[config.mk]
export PLATFORM = sky130hd
export DESIGN_NAME = rgb_to_hsl_converter_core
export DESIGN_NICKNAME = d
export VERILOG_FILES = /design/src/hdl/rhsl_pkg.sv /design/src/hdl/rhsl_div.sv /design/src/hdl/rgb_to_hsl_converter_core.sv
export SDC_FILE = /design/constraint.sdc
export NUM_CORES = 2
export LEC_CHECK = 0
export ABC_AREA = 1
export BUFFER_PORTS_ARGS = -buffer_cell sky130_fd_sc_hd__buf_2
export CAP_MARGIN = 25
export CELL_PAD_IN_SITES_DETAIL_PLACEMENT = 0
export CELL_PAD_IN_SITES_GLOBAL_PLACEMENT = 1
export CORE_ASPECT_RATIO = 2
export CORE_MARGIN = 2
export CORE_UTILIZATION = 53
export DETAILED_ROUTE_END_ITERATION = 8
export GPL_ROUTABILITY_DRIVEN = 0
export PLACE_DENSITY_LB_ADDON = 0.08
export SLEW_MARGIN = 20
export SYNTH_ARGS = -nofsm -noshare
export SYNTH_HDL_FRONTEND = slang
export SYNTH_SLANG_ARGS = --single-unit
export TNS_END_PERCENT = 5
[constraint.sdc]
create_clock -name clk -period 22.7 [get_ports clk]
set_input_delay 6.81 -clock clk [delete_from_list [all_inputs] [get_ports clk]]
set_output_delay 6.81 -clock clk [all_outputs]
set_load 0.005 [all_outputs]
[src/hdl/rhsl_pkg.sv]
// shared types and widths for the rgb to hsl converter
// no dependencies
package rhsl_pkg;

  localparam int QW   = 17;
  localparam int SD_W = 9;
  localparam int HD_W = 12;

  typedef struct packed {
    logic [15:0] light;
    logic [7:0]  alpha;
    logic        grey;
  } side_t;

  typedef struct packed {
    logic [7:0]  rng;
    logic [8:0]  den;
    logic [10:0] num;
    side_t       side;
  } div_req_t;

endpackage

[src/hdl/rhsl_div.sv]
// pipelined restoring divider, one quotient bit per stage for saturation and hue
// depends on rhsl_pkg
module rhsl_div import rhsl_pkg::*; (
  input  logic        clk,
  input  logic        rst_n,
  input  logic        req_valid,
  input  div_req_t    req,
  output logic        req_go,
  output logic        res_valid,
  input  logic        res_stall,
  output logic [15:0] res_hue,
  output logic [15:0] res_sat,
  output side_t       res_side
);

  logic            v_r  [QW];
  logic [SD_W-1:0] rs_r [QW];
  logic [SD_W-1:0] ds_r [QW];
  logic [QW-1:0]   ls_r [QW];
  logic [QW-1:0]   qs_r [QW];
  logic [HD_W-1:0] rh_r [QW];
  logic [HD_W-1:0] dh_r [QW];
  logic [QW-1:0]   lh_r [QW];
  logic [QW-1:0]   qh_r [QW];
  side_t           sd_r [QW];
  logic            go   [QW];

  logic [24:0] sat_n;
  assign sat_n = {req.rng, 17'b0} - 25'({req.rng, 1'b0}) + 25'(req.den);

  for (genvar i = 0; i < QW; i++) begin : g_stg
    logic            sv;
    logic [SD_W-1:0] srs, sds;
    logic [QW-1:0]   sls, sqs, slh, sqh;
    logic [HD_W-1:0] srh, sdh;
    side_t           ssd;
    logic [SD_W:0]   ts;
    logic [HD_W:0]   th;
    logic            qbs, qbh;

    if (i == 0) begin : g_first
      assign sv  = req_valid;
      assign srs = SD_W'(sat_n[24:17]);
      assign sls = sat_n[16:0];
      assign sds = SD_W'({req.den, 1'b0});
      assign sqs = '0;
      assign srh = HD_W'(req.num);
      assign slh = QW'(11'(req.rng) * 11'd6);
      assign sdh = HD_W'(12'(req.rng) * 12'd12);
      assign sqh = '0;
      assign ssd = req.side;
    end else begin : g_next
      assign sv  = v_r[i-1];
      assign srs = rs_r[i-1];
      assign sls = ls_r[i-1];
      assign sds = ds_r[i-1];
      assign sqs = qs_r[i-1];
      assign srh = rh_r[i-1];
      assign slh = lh_r[i-1];
      assign sdh = dh_r[i-1];
      assign sqh = qh_r[i-1];
      assign ssd = sd_r[i-1];
    end

    if (i == QW - 1) begin : g_last
      assign go[i] = !v_r[i] || !res_stall;
    end else begin : g_mid
      assign go[i] = !v_r[i] || go[i+1];
    end

    assign ts  = {srs, sls[QW-1]};
    assign th  = {srh, slh[QW-1]};
    assign qbs = (ts >= {1'b0, sds});
    assign qbh = (th >= {1'b0, sdh});

    always_ff @(posedge clk) begin
      if (!rst_n) begin
        v_r[i] <= 1'b0;
      end else if (go[i]) begin
        v_r[i] <= sv;
      end
    end

    always_ff @(posedge clk) begin
      if (go[i]) begin
        rs_r[i] <= qbs ? SD_W'(ts - {1'b0, sds}) : SD_W'(ts);
        ls_r[i] <= {sls[QW-2:0], 1'b0};
        ds_r[i] <= sds;
        qs_r[i] <= {sqs[QW-2:0], qbs};
        rh_r[i] <= qbh ? HD_W'(th - {1'b0, sdh}) : HD_W'(th);
        lh_r[i] <= {slh[QW-2:0], 1'b0};
        dh_r[i] <= sdh;
        qh_r[i] <= {sqh[QW-2:0], qbh};
        sd_r[i] <= ssd;
      end
    end
  end

  assign req_go    = go[0];
  assign res_valid = v_r[QW-1];
  assign res_side  = sd_r[QW-1];
  assign res_hue   = sd_r[QW-1].grey ? 16'd0 : qh_r[QW-1][15:0];
  assign res_sat   = sd_r[QW-1].grey ? 16'd0 : qs_r[QW-1][15:0];

endmodule

[src/hdl/rgb_to_hsl_converter_core.sv]
// top level of the rgb to hsl converter: channel sort, hue/saturation setup, divider
// depends on rhsl_pkg and rhsl_div
//
// input channel: in_valid / in_stall with in_red, in_green, in_blue, in_alpha
// result channel: out_valid / out_stall with out_hue, out_saturation,
//   out_lightness, out_alpha_out
// an item is taken on a clock edge where valid is high and stall is low
// one result per item, in order
// pipeline: 19 register stages (two setup stages, then one stage per quotient
//   bit of the 17-bit divider); out_valid is the valid bit of the last stage
// throughput: one item per cycle while out_stall is low; every stage holds
//   its own valid bit
// when out_stall holds, items pack into empty stages behind the output;
//   in_stall rises only once every stage holds an item
// reset (rst_n low, synchronous) empties the pipeline; no result is pending
// after it
module rgb_to_hsl_converter_core import rhsl_pkg::*; (
  input  logic        clk,
  input  logic        rst_n,
  input  logic        in_valid,
  output logic        in_stall,
  input  logic [7:0]  in_red,
  input  logic [7:0]  in_green,
  input  logic [7:0]  in_blue,
  input  logic [7:0]  in_alpha,
  output logic        out_valid,
  input  logic        out_stall,
  output logic [15:0] out_hue,
  output logic [15:0] out_saturation,
  output logic [15:0] out_lightness,
  output logic [7:0]  out_alpha_out
);

  localparam logic [2:0] MUL_RED   = 3'd0;
  localparam logic [2:0] MUL_GREEN = 3'd2;
  localparam logic [2:0] MUL_BLUE  = 3'd4;
  localparam logic [2:0] MUL_WRAP  = 3'd6;

  // stage 1: max, min, sector
  logic              s1_v_r;
  logic [7:0]        s1_mx_r, s1_mn_r, s1_a_r;
  logic [2:0]        s1_k_r;
  logic signed [8:0] s1_d_r;
  logic              s1_go, s2_go, div_go;

  logic [7:0]        mx_nxt, mn_nxt;
  logic [2:0]        k_nxt;
  logic signed [8:0] d_nxt;

  always_comb begin
    mx_nxt = in_red;
    mn_nxt = in_red;
    if (in_green > mx_nxt) mx_nxt = in_green;
    if (in_blue > mx_nxt) mx_nxt = in_blue;
    if (in_green < mn_nxt) mn_nxt = in_green;
    if (in_blue < mn_nxt) mn_nxt = in_blue;
    if (in_red >= in_green && in_red >= in_blue) begin
      k_nxt = MUL_RED;
      d_nxt = $signed({1'b0, in_green}) - $signed({1'b0, in_blue});
    end else if (in_green >= in_blue) begin
      k_nxt = MUL_GREEN;
      d_nxt = $signed({1'b0, in_blue}) - $signed({1'b0, in_red});
    end else begin
      k_nxt = MUL_BLUE;
      d_nxt = $signed({1'b0, in_red}) - $signed({1'b0, in_green});
    end
  end

  assign s1_go    = !s1_v_r || s2_go;
  assign in_stall = !s1_go;

  always_ff @(posedge clk) begin
    if (!rst_n) begin
      s1_v_r <= 1'b0;
    end else if (s1_go) begin
      s1_v_r <= in_valid;
    end
  end

  always_ff @(posedge clk) begin
    if (s1_go) begin
      s1_mx_r <= mx_nxt;
      s1_mn_r <= mn_nxt;
      s1_k_r  <= k_nxt;
      s1_d_r  <= d_nxt;
      s1_a_r  <= in_alpha;
    end
  end

  // stage 2: range, sum, lightness, hue numerator, saturation denominator
  logic        s2_v_r;
  div_req_t    s2_req_r;
  div_req_t    req_nxt;
  logic [7:0]  rng;
  logic [8:0]  sum;
  logic [2:0]  mul;
  logic [17:0] l257;

  always_comb begin
    rng  = s1_mx_r - s1_mn_r;
    sum  = 9'(s1_mx_r) + 9'(s1_mn_r);
    mul  = (s1_k_r == MUL_RED && s1_d_r < 0) ? MUL_WRAP : s1_k_r;
    l257 = {1'b0, sum, 8'b0} + 18'(sum) + 18'd1;
    req_nxt.rng        = rng;
    req_nxt.den        = (sum < 9'd255) ? sum : 9'(10'd510 - 10'(sum));
    req_nxt.num        = 11'(11'(mul) * 11'(rng) + 11'(s1_d_r));
    req_nxt.side.light = l257[16:1];
    req_nxt.side.alpha = s1_a_r;
    req_nxt.side.grey  = (rng == 8'd0);
  end

  assign s2_go = !s2_v_r || div_go;

  always_ff @(posedge clk) begin
    if (!rst_n) begin
      s2_v_r <= 1'b0;
    end else if (s2_go) begin
      s2_v_r <= s1_v_r;
    end
  end

  always_ff @(posedge clk) begin
    if (s2_go) begin
      s2_req_r <= req_nxt;
    end
  end

  side_t res_side;

  rhsl_div u_div (
    .clk       (clk),
    .rst_n     (rst_n),
    .req_valid (s2_v_r),
    .req       (s2_req_r),
    .req_go    (div_go),
    .res_valid (out_valid),
    .res_stall (out_stall),
    .res_hue   (out_hue),
    .res_sat   (out_saturation),
    .res_side  (res_side)
  );

  assign out_lightness = res_side.light;
  assign out_alpha_out = res_side.alpha;

  a_grey_hue: assert property (@(posedge clk) disable iff (!rst_n)
    (out_valid && out_saturation == 16'd0) |-> (out_hue == 16'd0))
    else $error("grey item with nonzero hue");

  a_stall_src: assert property (@(posedge clk) disable iff (!rst_n)
    in_stall |-> (out_valid && out_stall && s1_v_r && s2_v_r))
    else $error("input stalled with room in the pipeline");

  a_grey_sat: assert property (@(posedge clk) disable iff (!rst_n)
    (out_valid && res_side.grey) |-> (out_saturation == 16'd0))
    else $error("grey item with nonzero saturation");

endmodule
==> results.md <==
- The run finished with clean final reports.
- The layer flagged by global routing as most heavily used is met2.
- In this run the remaining antenna-violating nets after routing total 0.
- Leaving out fill and tap cells, the most frequent cell in the layout is edfxtp_1.
- The placeable core area is about 0.12 mm2.
- In the final layout, the multi-input gates occupy approximately 0.018 mm2.
- The net total in the final layout is between 5000 and 6000.
- Dividing the detail-routed via count by the number of cells gives a little over 5.
- The highest fanout seen on the critical path is 37.
- At the worst endpoint, the required time is about 16000 ps.
- In this run, synthesis produced a sequential element count of 1500.
- For this configuration, the core starts out at a cell density of roughly 53%.
- Across the run, the number of max-cap violations was 0.
- The final period utilization is around 77%.
- The sequential cell area is roughly 0.045 mm2.
- By area the synthesized netlist is led by edfxtp_1, ha_1, inv_1.
- The average wire length per cell after detail routing is 16.71 um.
- The pin count of the biggest net entering global routing is slightly below 90.
- The die span in x is around 250 um.
- Counting I/O delays and the setup requirement, the final critical path takes roughly 18000 ps.
- Post-CTS timing repair inserted 0 buffers for setup.
- The total negative slack is 0 ps.
- The top cell type by area accounts for slightly below 70% of the synthesized area.
- The TritonCTS clock tree is yes.
- In this run, CTS created clock tree buffers numbering 130.
- The total clock sinks is 1500.
- The number of global-route vias before repair is 37110.
- The global-route met2 utilization is 42.87%.
- The total number of vias is roughly 35000.
- The startpoint of the worst-slack reg-to-reg timing path is s2_req_r[47]$_DFFE_PP_.
- Leaving out fill and tap cells, the most frequent cells in the layout are edfxtp_1, inv_1, nand2_1.
- The initial antenna violation count is 1.
- The wire length of the first global-routing pass is between 150 and 200 mm.
- The global-route track usage on met3 is 2.687%.
- The buffer type at the clock tree root is clkbuf_16.
- Setup repair after global routing left no endpoint under its margin.
- The leading area contributor after synthesis is edfxtp_1.
- between 90 and 100 I/O pins were placed.
- The worst setup path is captured at an output pin.
- The area of the die is roughly 0.13 mm2.
- The fraction of met1 tracks used by global routing is 12.17%.
- The first routing iteration left about 1300 violations.
- The clock transition at the register clock pins on the worst setup and hold paths after CTS is approximately 60 ps.
- Detailed placement ended at an HPWL of 91.09 mm.
- The most critical setup path has its endpoint at in_stall.
- For the pin with the worst max-slew slack, the measured transition is about 1100 ps.
- The peak clock frequency supported by timing is about 57 MHz.
- The clock passes through at most 3 buffers.
- The endpoint of the worst register-to-register path is u_div.rs_r[0][8]$_DFFE_PP_.
- In this design, the stage delay of the slowest critical-path cell is around 440 ps.
- The synthesized area per cell is approximately 13 um2.
- The routed design has about 120 mm of wire.
- The startpoint of the most critical setup path is out_stall.
- Of the synthesized area, sequential elements account for 68.37%.
- The number of cells on the worst reg-to-reg path is 17.
- The first detailed-routing pass ran for 5 iterations.
- The type of the tightest min-delay check is reg -> reg.
- The row count is between 150 and 200.
- The floorplan step set the die height to roughly 500 um.
- The slowest stage cell on the critical path is nand4_4.
- The number of buffers added to fix hold violations after cts is 0.
- The area growth from synthesis to layout is 10.11%.
- Setup violations remaining at the end of the flow were counted as 0.
- In the routed design, unresolved DRC markers number 0.
- In the final layout, the share of cells above drive strength 1 is under 10%.
- Across the routed clock network, the largest skew measured is 44.00 ps.
- The number of input and output port buffers inserted is 93.
- The worst setup path is launched from an input port.
- The number of slew-limit violations in the final report was 0.
- The cell area after technology mapping is 0.06584 mm2.
- At the later pin of the worst-skew pair, clock insertion delay measures a little under 800 ps.
- The register-to-register path setup slack is approximately 17000 ps.
- Traced cell by cell, the critical path runs through buf_2 -> nand4_4 -> nor2_4 -> nand4_4 -> nor2_4 -> nand4_4 -> nor2_4 -> nand4_4 -> nor2_4 -> nand4_2 -> buf_4 -> inv_1 -> buf_2.
- The total of cells resized after clock tree synthesis is 0.
- The cell count after synthesis is 5015.
- The synthesis warning total is 0.
- The total nets after synthesis is 5502.
- Headroom to the max-slew limit came out at about a quarter.
- Summed over all layers, the global routing overflow is 0.
- The setup path with the least slack is of type in -> out.
- The data arrival time of the worst path is roughly 11000 ps.
- The count of endpoints failing hold in the final timing report came to 0.
- The global router's overall resource usage is roughly a fifth.
- The number of distinct library cells after synthesis is 53.
- The H-tree depth is 4.
- Fill cells in the final layout number about 10000.
==> Yosys cell counts (all sizes together) <==
cell type	n
buf	60
edfxtp	1497
a31oi	8
and3	1
o21bai	37
ha	404
inv	720
nand4	41
a211oi	15
nor2b	1
a211o	1
nand3	159
xnor2	82
mux2i	1
nor3b	2
nor3	50
nand2	623
clkbuf	24
nand3b	4
or2	6
xor2	193
or4	8
mux2	1
o21ai	241
nor4	7
o221ai	2
o21a	3
dfxtp	3
o31ai	3
nor2	349
and2	3
a21oi	395
fa	47
o211ai	21
a21o	3
==> cells by family after synthesis <==
| logic type | count (synthesis) | synth area share, % |
|---|---|---|
| AO/OA/AOI/OAI | 729 | 5.971 |
| flip-flops | 1500 | 68.37 |
| buffers and inverters | 804 | 4.783 |
| multiplexers | 2 | 0.03230 |
| AND/OR/NAND/NOR | 1254 | 8.038 |
| adder cells (fa/ha/maj) | 451 | 9.106 |
| XOR/XNOR | 275 | 3.704 |
==> critical path, delay by kind of cell <==
kind	cells	cell delay (ps)
buffers and inverters	4	640
AND/OR/NAND/NOR	9	3270
==> registers in the layout, indices dropped and copies added, names as in the netlist, 9 cells and up <==
name        flops
s1_d_r          9
u_div.sd_r    425
s2_req_r       52
u_div.ds_r    113
u_div.qs_r    136
u_div.qh_r    136
u_div.rh_r    178
u_div.lh_r     67
u_div.v_r      17
u_div.rs_r    144
u_div.ls_r    134
u_div.dh_r     61
==> stage by stage <==
step                setup WS [ps]  util [%]  std cells  hold WS, ps  area [um2]
floorplan                    1031         -       5015        400.3       65840
global placement             5116     55.38       6707        400.8       68220
detailed placement           5002     55.38       6708        404.5       68230
CTS                          4995     58.78       6937        404.5       72410
global route                 4617     58.85       6941        411.1       72500
finish                       5143     58.85       6941        406.2       72500
==> layout make-up <==
type	count	area share, %
diodes	1	0.003452
clock buffers	156	4.622
clock inverters	73	1.146
inverters	720	3.735
multi-input cells	2711	24.50
flip-flops and latches	1500	62.09
well taps	1656	2.858
repair buffers	124	1.046
==> per-layer routing <==
metal  wire length [um]  vias up  share of wire, %
li1                   -    17800                 -
met1              29880    16500                26
met2              74720      474                64
met3               2560      323               2.2
met4               8848        0               7.6
met5                  0        -                 0
==> worst min path at each step <==
stage,start,end,slack [ps],depth (start not counted)
floorplan,s1_a_r[0]$_DFFE_PP_,s2_req_r[1]$_DFFE_PP_,400,0
global placement,u_div.ls_r[0][11]$_DFFE_PP_,u_div.ls_r[0][28]$_DFFE_PP_,400,0
detailed placement,u_div.ls_r[0][91]$_DFFE_PP_,u_div.ls_r[0][108]$_DFFE_PP_,400,0
CTS,u_div.qs_r[0][34]$_DFFE_PP_,u_div.qs_r[0][52]$_DFFE_PP_,400,0
global route,u_div.sd_r[0][179]$_DFFE_PP_,u_div.sd_r[0][204]$_DFFE_PP_,410,0
finish,u_div.qs_r[0][34]$_DFFE_PP_,u_div.qs_r[0][52]$_DFFE_PP_,410,0
Power is not shown: default switching activity piles up to over one toggle a cycle in this logic, so the estimate is an artifact.
